`src/hdl/scre_pkg.sv`:
```
`default_nettype none

package scre_pkg;

  localparam int COORD_BITS = 12;
  localparam int FRAC_BITS  = 8;
  localparam int LEVEL_BITS = 8;

  localparam int POS_W   = COORD_BITS + FRAC_BITS;
  localparam int LVL_W   = LEVEL_BITS + FRAC_BITS;
  localparam int K_W     = 17;
  localparam int GAIN_W  = 17;
  localparam int DLIM_W  = 22;
  localparam int CFG_W   = 22;
  localparam int CNT_W   = 8;
  localparam int Q_SHIFT = 16;

  localparam logic [K_W-1:0]     K_ONE          = K_W'(65536);
  localparam logic [GAIN_W-1:0]  GAIN_RESET     = GAIN_W'(65536);
  localparam logic [DLIM_W-1:0]  DLIM_RESET     = DLIM_W'(1280);

  typedef enum logic [0:0] {
    REG_GAIN       = 1'b0,
    REG_DIST_LIMIT = 1'b1
  } cfg_reg_t;

  typedef enum logic [0:0] {
    REQ_SEED   = 1'b0,
    REQ_UPDATE = 1'b1
  } req_kind_t;

  typedef enum logic [3:0] {
    S_IDLE,
    S_DIFF,
    S_DIST,
    S_MK,
    S_WK,
    S_MX,
    S_WX,
    S_WY,
    S_WL,
    S_DONE
  } state_t;

  typedef struct packed {
    logic                  req_type;
    logic [COORD_BITS-1:0] pix_x;
    logic [COORD_BITS-1:0] pix_y;
    logic [LEVEL_BITS-1:0] pix_level;
  } pixel_req_t;

  typedef struct packed {
    logic             accepted;
    logic [POS_W-1:0] cent_x;
    logic [POS_W-1:0] cent_y;
    logic [LVL_W-1:0] cent_level;
    logic [CNT_W-1:0] cent_count;
    logic [CNT_W-1:0] merged_total;
  } centroid_res_t;

endpackage

`default_nettype wire

```
`src/hdl/star_centroid_running_estimator.sv`:
```
// A seed goes from acceptance straight to the result step; a rejected update first passes
// the difference and distance steps, and a merged update also the weight, x, y and level steps.
// Throughput: one item at a time; a new item is taken the cycle after the result is
// registered. A merged update is serialised through one shared 18x21 multiplier
// used for the weight, both coordinates and the brightness in turn.
// Reset (rst, synchronous) clears the centroid and counters, sets K and gain to 1.0.
`default_nettype none

module star_centroid_running_estimator (
  input  wire logic                        clk,
  input  wire logic                        rst,
  input  wire logic                        cfg_we,
  input  wire logic [0:0]                  cfg_index,
  input  wire logic [scre_pkg::CFG_W-1:0]  cfg_data,
  input  wire logic                        in_valid,
  output logic                             in_stall,
  input  wire scre_pkg::pixel_req_t        in_data,
  output logic                             out_valid,
  input  wire logic                        out_stall,
  output scre_pkg::centroid_res_t          out_data
);

  localparam int POS_W  = scre_pkg::POS_W;
  localparam int LVL_W  = scre_pkg::LVL_W;
  localparam int K_W    = scre_pkg::K_W;
  localparam int CNT_W  = scre_pkg::CNT_W;
  localparam int QS     = scre_pkg::Q_SHIFT;
  localparam int MA_W   = K_W + 1;
  localparam int MB_W   = POS_W + 1;
  localparam int PROD_W = MA_W + MB_W;
  localparam int SH_W   = PROD_W - QS;
  localparam int DIST_W = POS_W + 1;
  localparam int DLIM_W = scre_pkg::DLIM_W;
  localparam int CMP_W  = (DIST_W > DLIM_W) ? DIST_W : DLIM_W;

  localparam logic [K_W-1:0] K_ONE_EXT = scre_pkg::K_ONE;

  scre_pkg::state_t state, state_next;

  logic [scre_pkg::GAIN_W-1:0] gain;
  logic [DLIM_W-1:0]           distance_limit;

  logic [POS_W-1:0] pos_x, pos_y;
  logic [LVL_W-1:0] level_acc;
  logic [K_W-1:0]   weight_k;
  logic [CNT_W-1:0] seed_count, total_count;

  logic [POS_W-1:0] new_x, new_y;
  logic [LVL_W-1:0] new_level;
  logic             acc;

  logic signed [MB_W-1:0]   dx, dy, dl;
  logic signed [PROD_W-1:0] prod;
  logic signed [MB_W-1:0]   mul_b;
  logic signed [MA_W-1:0]   mul_a;
  logic signed [SH_W-1:0]   prod_sh;

  logic [POS_W-1:0]  abs_dx, abs_dy;
  logic [DIST_W-1:0] manhattan;
  logic              hit;
  logic              k_sat;
  logic              in_take;
  logic              out_load;

  logic [POS_W-1:0] in_x, in_y;
  logic [LVL_W-1:0] in_level;

  assign in_x     = {in_data.pix_x, {scre_pkg::FRAC_BITS{1'b0}}};
  assign in_y     = {in_data.pix_y, {scre_pkg::FRAC_BITS{1'b0}}};
  assign in_level = {in_data.pix_level, {scre_pkg::FRAC_BITS{1'b0}}};

  assign in_take  = in_valid && !in_stall;
  assign out_load = (state == scre_pkg::S_DONE) && (!out_valid || !out_stall);

  assign abs_dx    = dx[MB_W-1] ? POS_W'(-dx) : POS_W'(dx);
  assign abs_dy    = dy[MB_W-1] ? POS_W'(-dy) : POS_W'(dy);
  assign manhattan = DIST_W'(abs_dx) + DIST_W'(abs_dy);
  assign hit       = CMP_W'(manhattan) < CMP_W'(distance_limit);
  assign mul_a     = signed'({1'b0, weight_k});
  assign prod_sh   = prod[PROD_W-1:QS];
  assign k_sat     = prod_sh > SH_W'(K_ONE_EXT);

  always_comb begin
    state_next = state;
    case (state)
      scre_pkg::S_IDLE: begin
        if (in_take) begin
          if (in_data.req_type == scre_pkg::REQ_SEED) begin
            state_next = scre_pkg::S_DONE;
          end else begin
            state_next = scre_pkg::S_DIFF;
          end
        end
      end
      scre_pkg::S_DIFF: state_next = scre_pkg::S_DIST;
      scre_pkg::S_DIST: state_next = hit ? scre_pkg::S_MK : scre_pkg::S_DONE;
      scre_pkg::S_MK:   state_next = scre_pkg::S_WK;
      scre_pkg::S_WK:   state_next = scre_pkg::S_MX;
      scre_pkg::S_MX:   state_next = scre_pkg::S_WX;
      scre_pkg::S_WX:   state_next = scre_pkg::S_WY;
      scre_pkg::S_WY:   state_next = scre_pkg::S_WL;
      scre_pkg::S_WL:   state_next = scre_pkg::S_DONE;
      scre_pkg::S_DONE: begin
        if (out_load) begin
          state_next = scre_pkg::S_IDLE;
        end
      end
      default: state_next = scre_pkg::S_IDLE;
    endcase
  end

  always_comb begin
    in_stall = (state != scre_pkg::S_IDLE);
    case (state)
      scre_pkg::S_MK: mul_b = signed'(MB_W'(gain));
      scre_pkg::S_MX: mul_b = dx;
      scre_pkg::S_WX: mul_b = dy;
      scre_pkg::S_WY: mul_b = dl;
      default:        mul_b = dx;
    endcase
  end

  always_ff @(posedge clk) begin
    if (rst) begin
      state <= scre_pkg::S_IDLE;
    end else begin
      state <= state_next;
    end
  end

  always_ff @(posedge clk) begin
    if (rst) begin
      gain           <= scre_pkg::GAIN_RESET;
      distance_limit <= scre_pkg::DLIM_RESET;
    end else if (cfg_we) begin
      case (scre_pkg::cfg_reg_t'(cfg_index))
        scre_pkg::REG_GAIN:       gain           <= cfg_data[scre_pkg::GAIN_W-1:0];
        scre_pkg::REG_DIST_LIMIT: distance_limit <= cfg_data[DLIM_W-1:0];
        default: ;
      endcase
    end
  end

  always_ff @(posedge clk) begin
    prod <= mul_a * mul_b;
  end

  always_ff @(posedge clk) begin
    if (rst) begin
      pos_x       <= '0;
      pos_y       <= '0;
      level_acc   <= '0;
      weight_k    <= scre_pkg::K_ONE;
      seed_count  <= '0;
      total_count <= '0;
      acc         <= 1'b0;
    end else begin
      case (state)
        scre_pkg::S_IDLE: begin
          if (in_take && in_data.req_type == scre_pkg::REQ_SEED) begin
            pos_x      <= in_x;
            pos_y      <= in_y;
            level_acc  <= in_level;
            seed_count <= CNT_W'(1);
            acc        <= 1'b1;
          end
        end
        scre_pkg::S_DIST: acc <= hit;
        scre_pkg::S_WK: weight_k <= k_sat ? scre_pkg::K_ONE : prod_sh[K_W-1:0];
        scre_pkg::S_WX: pos_x <= POS_W'(signed'(SH_W'(new_x)) + prod_sh);
        scre_pkg::S_WY: pos_y <= POS_W'(signed'(SH_W'(new_y)) + prod_sh);
        scre_pkg::S_WL: begin
          level_acc   <= LVL_W'(signed'(SH_W'(new_level)) + prod_sh);
          seed_count  <= seed_count + CNT_W'(1);
          total_count <= total_count + CNT_W'(1);
        end
        default: ;
      endcase
    end
  end

  always_ff @(posedge clk) begin
    if (in_take) begin
      new_x     <= in_x;
      new_y     <= in_y;
      new_level <= in_level;
    end
    if (state == scre_pkg::S_DIFF) begin
      dx <= signed'({1'b0, pos_x}) - signed'({1'b0, new_x});
      dy <= signed'({1'b0, pos_y}) - signed'({1'b0, new_y});
      dl <= signed'(MB_W'(level_acc)) - signed'(MB_W'(new_level));
    end
  end

  always_ff @(posedge clk) begin
    if (rst) begin
      out_valid <= 1'b0;
    end else if (out_load) begin
      out_valid <= 1'b1;
    end else if (!out_stall) begin
      out_valid <= 1'b0;
    end
  end

  always_ff @(posedge clk) begin
    if (out_load) begin
      out_data.accepted     <= acc;
      out_data.cent_x       <= pos_x;
      out_data.cent_y       <= pos_y;
      out_data.cent_level   <= level_acc;
      out_data.cent_count   <= seed_count;
      out_data.merged_total <= total_count;
    end
  end

  a_k_bounded: assert property (@(posedge clk) disable iff (rst)
    weight_k <= scre_pkg::K_ONE)
    else $error("weight K exceeds 1.0");

  a_busy_after_take: assert property (@(posedge clk) disable iff (rst)
    in_take |=> in_stall)
    else $error("input taken while an item is in progress");

  a_seed_count: assert property (@(posedge clk) disable iff (rst)
    (in_take && in_data.req_type == scre_pkg::REQ_SEED) |=> (seed_count == CNT_W'(1)))
    else $error("seed did not set the pixel count to one");

  a_reject_keeps_k: assert property (@(posedge clk) disable iff (rst)
    (state == scre_pkg::S_DIST && !hit) |=> ($stable(weight_k) && $stable(pos_x)))
    else $error("rejected update changed the centroid state");

  a_load_only_done: assert property (@(posedge clk) disable iff (rst)
    ($rose(out_valid)) |-> ($past(state) == scre_pkg::S_DONE))
    else $error("result registered outside the final step");

endmodule

`default_nettype wire
```
`config.mk`:
```
export PLATFORM = sky130hd
export DESIGN_NAME = star_centroid_running_estimator
export DESIGN_NICKNAME = d
export VERILOG_FILES = /design/src/hdl/scre_pkg.sv /design/src/hdl/star_centroid_running_estimator.sv
export SDC_FILE = /design/constraint.sdc
export NUM_CORES = 2
export LEC_CHECK = 0
export BUFFER_PORTS_ARGS = -buffer_cell sky130_fd_sc_hd__buf_2
export CORE_UTILIZATION = 65
export CTS_BUF_LIST = sky130_fd_sc_hd__clkbuf_4
export DETAILED_ROUTE_END_ITERATION = 10
export PLACE_DENSITY_LB_ADDON = 0.08
export SETUP_SLACK_MARGIN = 0.4
export SLEW_MARGIN = 20
export SYNTH_ARGS = -nofsm -noshare
export SYNTH_HDL_FRONTEND = slang
export SYNTH_SLANG_ARGS = --single-unit
```
`constraint.sdc`:
```
create_clock -name clk -period 9.7 [get_ports clk]
set_input_delay 0.97 -clock clk [delete_from_list [all_inputs] [get_ports clk]]
set_output_delay 0.97 -clock clk [all_outputs]
set_load 0.01 [all_outputs]
```
# After elaboration in Yosys (flattened, before gate mapping)
# Index checks and enable logic that the tools add are counted.
[op_classes]
n_addsub = 11
n_mul = 1
magnitude_cmp = 2
eq_ne = 13
mux = 21
n_bitwise = 2
n_reduce_logical = 20
[op_table]
columns = ["op", "count"]
rows = [
  ["$mux 20", 4],
  ["$pmux 20 s2", 2],
  ["$pmux 21 s3", 1],
  ["$sub 20x20->21", 2],
  ["$add 20x20->20", 2],
  ["$neg 20->20", 2],
  ["$pmux 4 s10", 1],
  ["$mul 18x21->39", 1],
  ["$pmux 16 s2", 1],
  ["$gt 23x17->1 const B", 1],
  ["$lt 21x22->1", 1],
  ["$add 20x20->21", 1],
  ["$mux 17", 1],
  ["$sub 16x16->17", 1],
  ["$add 16x16->16", 1],
  ["$add 8x1->8 const B", 2],
  ["$eq 4x3->1 const B", 4],
  ["$mux 16", 1],
  ["$mux 4", 4],
  ["$pmux 8 s2", 1],
  ["$reduce_and 2->1", 7],
  ["$eq 4x2->1 const B", 2],
  ["$eq 4x4->1 const B", 2],
  ["$mux 8", 1],
  ["other kinds (12)", 24],
]
[totals]
reg_bits = 341
out_inout_bits = 75

# Logic depth before layout (Yosys ltp)
[depth]
word_depth = 6
depth_mapped = 31
ltp_nobuf = 28

# Least setup slack after synthesis
# OpenSTA, ideal clock, no wires.
[synth_path]
path_kind = "flip-flop to flip-flop"
from = "register state[3]"
to = "register prod[38]"
setup_time_ns = 0.128
t_arrival_ns = 7.388
required_time_ns = 9.572
slack_ns = 2.184
stages_incl_launch_ff = 26
path_buffers = 4
period_less_slack_ns = 7.516
path_cell_list = "dfxtp_1 clkbuf_1 nor3_1 buf_2 buf_2 nand2_1 nand3_1 buf_2 nand2_1 inv_1 fa_1 fa_1 fa_1 fa_1 fa_1 inv_1 fa_1 inv_1 ha_1 a211o_1 o211a_1 a2111oi_4 a21oi_4 o41ai_4 mux2i_1 nand4_1"
[synth_via]
elab_chain_len = 3
word_cells_on_any_way = 5
classes_between = "mul (1); eq/ne (3); mux (1)"
[synth_rtl]
columns = ["element", "line_no", "text"]
rows = [
  ["start, declared", "star_centroid_running_estimator.sv:38", "scre_pkg::state_t state, state_next;"],
  ["start signal, assigned", "star_centroid_running_estimator.sv:125", "state <= scre_pkg::S_IDLE;"],
  ["start signal, assigned", "star_centroid_running_estimator.sv:127", "state <= state_next;"],
  ["$eq 4x3->1 / $eq 4x2->1 (equally long branches)", "star_centroid_running_estimator.sv:114", "case (state)"],
  ["$pmux 21 s3 (*)", "star_centroid_running_estimator.sv:114", ""],
  ["$mul 18x21->39 (*)", "star_centroid_running_estimator.sv:145", "prod <= mul_a * mul_b;"],
  ["end signal, assigned", "star_centroid_running_estimator.sv:145", ""],
  ["end, declared", "star_centroid_running_estimator.sv:53", "logic signed [PROD_W-1:0] prod;"],
]
# Mark *: on every way between the ends. The rest lies on a longest branch, timed or not.
# A chain may end at the register's enable or synchronous reset.

# Final worst setup path
[layout_path]
from = "register state[2]"
to = "register prod[38]"
# The elaborated chain is that of the path after synthesis.

==> results.py <==
metrics = {
    "global_route": {
        "grt_pass1_vias": 22400,
        "gr-total-overflow": 0,
        "antenna_found_initial": 3,
        "grt_usage_pct": 34.7,
        "grt_start_max_net_pins": 79,
        "grt_pass1_wl_mm": 119,
    },
    "detailed_routing": {
        "num_vias": 21500,
        "drt_iter0_markers": 1699,
        "vias_per_cell": 5.78,
        "routedWlPerCell_um": 19.9,
        "wirelength_mm": 74.3,
        "drc_errors": 0,
        "first_pass_iters": 7,
        "ant_nets": 0,
    },
    "timing": {
        "slew_headroom_pct": 19.1,
        "fin_skew_ns": 0.0566,
        "fmax_mhz": 115,
        "fin_ws_ns": 1.02,
        "worst_pin_slew_ns": 1.21,
        "period_share_pct": 89.5,
        "rsz0062_at_grt": "false",
        "timing.hold.ws_ns": 0.354,
        "setup-violations-final": 0,
        "setup_tns_ns": 0,
        "min_period_ns": 8.68,
        "hold_violations": 0,
        "finalMaxSlewViolations": 0,
    },
    "synth": {
        "yosysSeqAreaShare_pct": 28.5,
        "synth_ff_type": "edfxtp_1",
        "synth.distinct_cells": 70,
        "syn_avg_cell_area_sq_um": 9.60,
        "syn_area_sq_um": 28300,
        "ys_seq_elements": 321,
        "syn_nets": 3571,
        "netlist_instances": 2951,
        "synth-edff-count": 164,
        "yosysWarnings": 0,
        "async_reset_ff_share_pct": 0,
    },
    "final_layout": {
        "nets": 3696,
        "mostFrequentLayoutCell": "inv_1",
        "ff_latch_area_sq_um": 8070,
        "area_delta_synth_final_pct": 8.19,
        "final_cell_mix": "inv_1 (514), nand2_1 (420), fa_1 (361)",
        "multi_input_area_sq_um": 17900,
        "n_fill_cell": 3390,
        "drive_gt1_share_pct": 9.93,
        "stdcell_count": 3729,
        "finalCoreUtilization_pct": 71.3,
    },
    "power": {
        "switching_share_pct": 42.3,
        "comb_power_share_pct": 47.8,
        "leakage_nw": 14.3,
        "ir_drop_v": 0.000169,
        "p_seq_share_pct": 32.5,
        "pwr-share-clk_pct": 19.7,
        "p_switching_mw": 2.67,
        "power_density_nw_per_um2": 206,
        "p_int_mw": 3.64,
    },
    "placement": {
        "gp_congestion": 0.972,
        "place_hpwl_mm": 55.9,
        "place_ws_ns": 1.13,
        "place.port_buffers": 135,
        "dp.cells": 3581,
    },
    "clock_network": {
        "hold_buffers": 0,
        "clock_sinks": 321,
        "cts-resized-gates": 0,
        "cts_tree": "built",
        "cts_max_level": 3,
        "post-cts-setup-buffer-count": 0,
        "clockBufferDepth": 3,
        "cts-root-buf": "clkbuf_4",
        "cts_buffers": 78,
        "clk_latency_ns": 0.79,
        "clk_pin_slew_worst_paths_ns": 0.07,
    },
    "critical_path": {
        "r2r_slack_ns": 1.02,
        "critPathMaxFanout": 18,
        "worst_ep_arrival_time_ns": 9.35,
        "crit_type": "reg -> reg",
        "worstPathRequired_ns": 10.37,
        "startpoint_type": "register",
        "endpoint_kind": "register",
    },
    "die": {
        "core_sq_um": 43000,
        "die_y_um": 211,
        "dieArea_sq_um": 44400,
        "die_w_um": 211,
        "initial_utilization_pct": 65.9,
        "rows": 76,
        "io_pins": 136,
    },
    "run_status": {
        "status": "finished clean",
    },
    "hold_path": {
        "hp-class": "in -> reg",
    },
    "job": {
        "maxCapViolCount": 0,
    },
}
-- Yosys cell counts (10+ instances only) --
| cell type | n | area share (%) |
|---|---|---|
| inv_1 | 514 | 6.8 |
| nor4_1 | 10 | 0.22 |
| edfxtp_1 | 164 | 17 |
| a211oi_1 | 13 | 0.34 |
| a221o_1 | 19 | 0.67 |
| or3_1 | 11 | 0.24 |
| a311oi_1 | 26 | 0.80 |
| nor3_1 | 29 | 0.51 |
| a22oi_1 | 22 | 0.58 |
| fa_1 | 361 | 26 |
| and3_1 | 11 | 0.24 |
| xor2_1 | 42 | 1.3 |
| a21o_1 | 34 | 0.90 |
| ha_1 | 198 | 8.7 |
| and2_1 | 169 | 3.7 |
| nor2b_1 | 17 | 0.38 |
| o21a_1 | 12 | 0.32 |
| dfxtp_1 | 157 | 11 |
| nand2_1 | 420 | 5.6 |
| a22o_1 | 14 | 0.43 |
| a21oi_1 | 118 | 2.1 |
| clkbuf_1 | 109 | 1.4 |
| o21ai_0 | 62 | 1.1 |
| nand3_1 | 49 | 0.87 |
| nand4_1 | 12 | 0.27 |
| xnor2_1 | 87 | 2.7 |
| nor2_1 | 127 | 1.7 |
| o31ai_1 | 12 | 0.32 |
| nand2b_1 | 22 | 0.49 |
-- kinds of logic (layout without fill, tap and decap cells) --
group,after synthesis,after routing,share of synthesized area [%]
flip-flops,321,321,28.5
XOR/XNOR,129,129,3.99
buffers and inverters,632,822,8.39
adder cells (fa/ha/maj),559,559,34.3
multiplexers,2,2,0.0707
AO/OA/AOI/OAI,406,406,9.94
AND/OR/NAND/NOR,902,902,14.9
other,0,3,0
-- worst max-delay path, cell delays in order (launching register included) --
cell,delay [ns]
dfxtp_1,0.57
nand2_1,0.18
nor3_2,0.47
buf_4,0.35
nand2_1,0.08
nand3_1,0.60
nand2_1,0.27
inv_1,0.17
fa_1,0.54
fa_1,0.78
inv_1,0.30
fa_1,0.55
inv_1,0.05
fa_1,0.47
inv_1,0.05
fa_1,0.52
inv_1,0.04
ha_1,0.34
and3_1,0.22
a221o_1,0.32
a21oi_1,0.23
nor3b_1,0.13
a2111oi_4,0.49
a21oi_4,0.13
o41ai_4,0.34
mux2i_1,0.24
nand4_1,0.09
-- power groups by stage --
stage	Sequential (mW)	Combinational (mW)	Clock, mW
5_1_grt	2.06	3.35	1.33
4_1_cts	2.03	3.00	1.26
6_report	2.05	3.02	1.24
2_1_floorplan	1.92	2.22	0
3_3_place_gp	2.06	2.85	0
3_5_place_dp	2.06	2.97	0
-- sequential cells by signal, indices dropped and copies added, names as in the netlist, 20 cells and up --
| name | cells |
|---|---|
| pos_x | 20 |
| dy | 21 |
| dx | 21 |
| prod | 23 |
| pos_y | 20 |
| distance_limit | 22 |
| out_data | 73 |
-- final timing paths --
path,endpoint,cells after the start,start
max reg2reg,prod[38],26,state[2]
min,new_y[11],1,in_data[11]
max,prod[38],26,state[2]
min reg2reg,out_data[57],0,pos_x[5]
-- per-layer routing --
layer  GRT usage, %  up-vias  wire length (um)
li1               -     9790                 -
met1           46.1    10600             29600
met2           56.2      969             35500
met3           7.64      179              6760
met4           12.8        0              2360
met5              0        -                 0
-- cell type report --
class | count | share of cell area [%]
repair buffers | 163 | 2.90
flip-flops and latches | 321 | 26.3
clock inverters | 34 | 0.915
diodes | 3 | 0.0245
inverters | 514 | 6.30
well taps | 585 | 2.39
multi-input cells | 1998 | 58.4
clock buffers | 111 | 2.72
-- through the flow --
| stage | power (mW) | cell area (sq um) |
|---|---|---|
| global placement | 4.91 | 29500 |
| finish | 6.31 | 30600 |
| detailed placement | 5.03 | 29500 |
| global route | 6.74 | 30600 |
| CTS | 6.29 | 30600 |
| floorplan | 4.15 | 28300 |
Power figures use the tool's default switching activity.
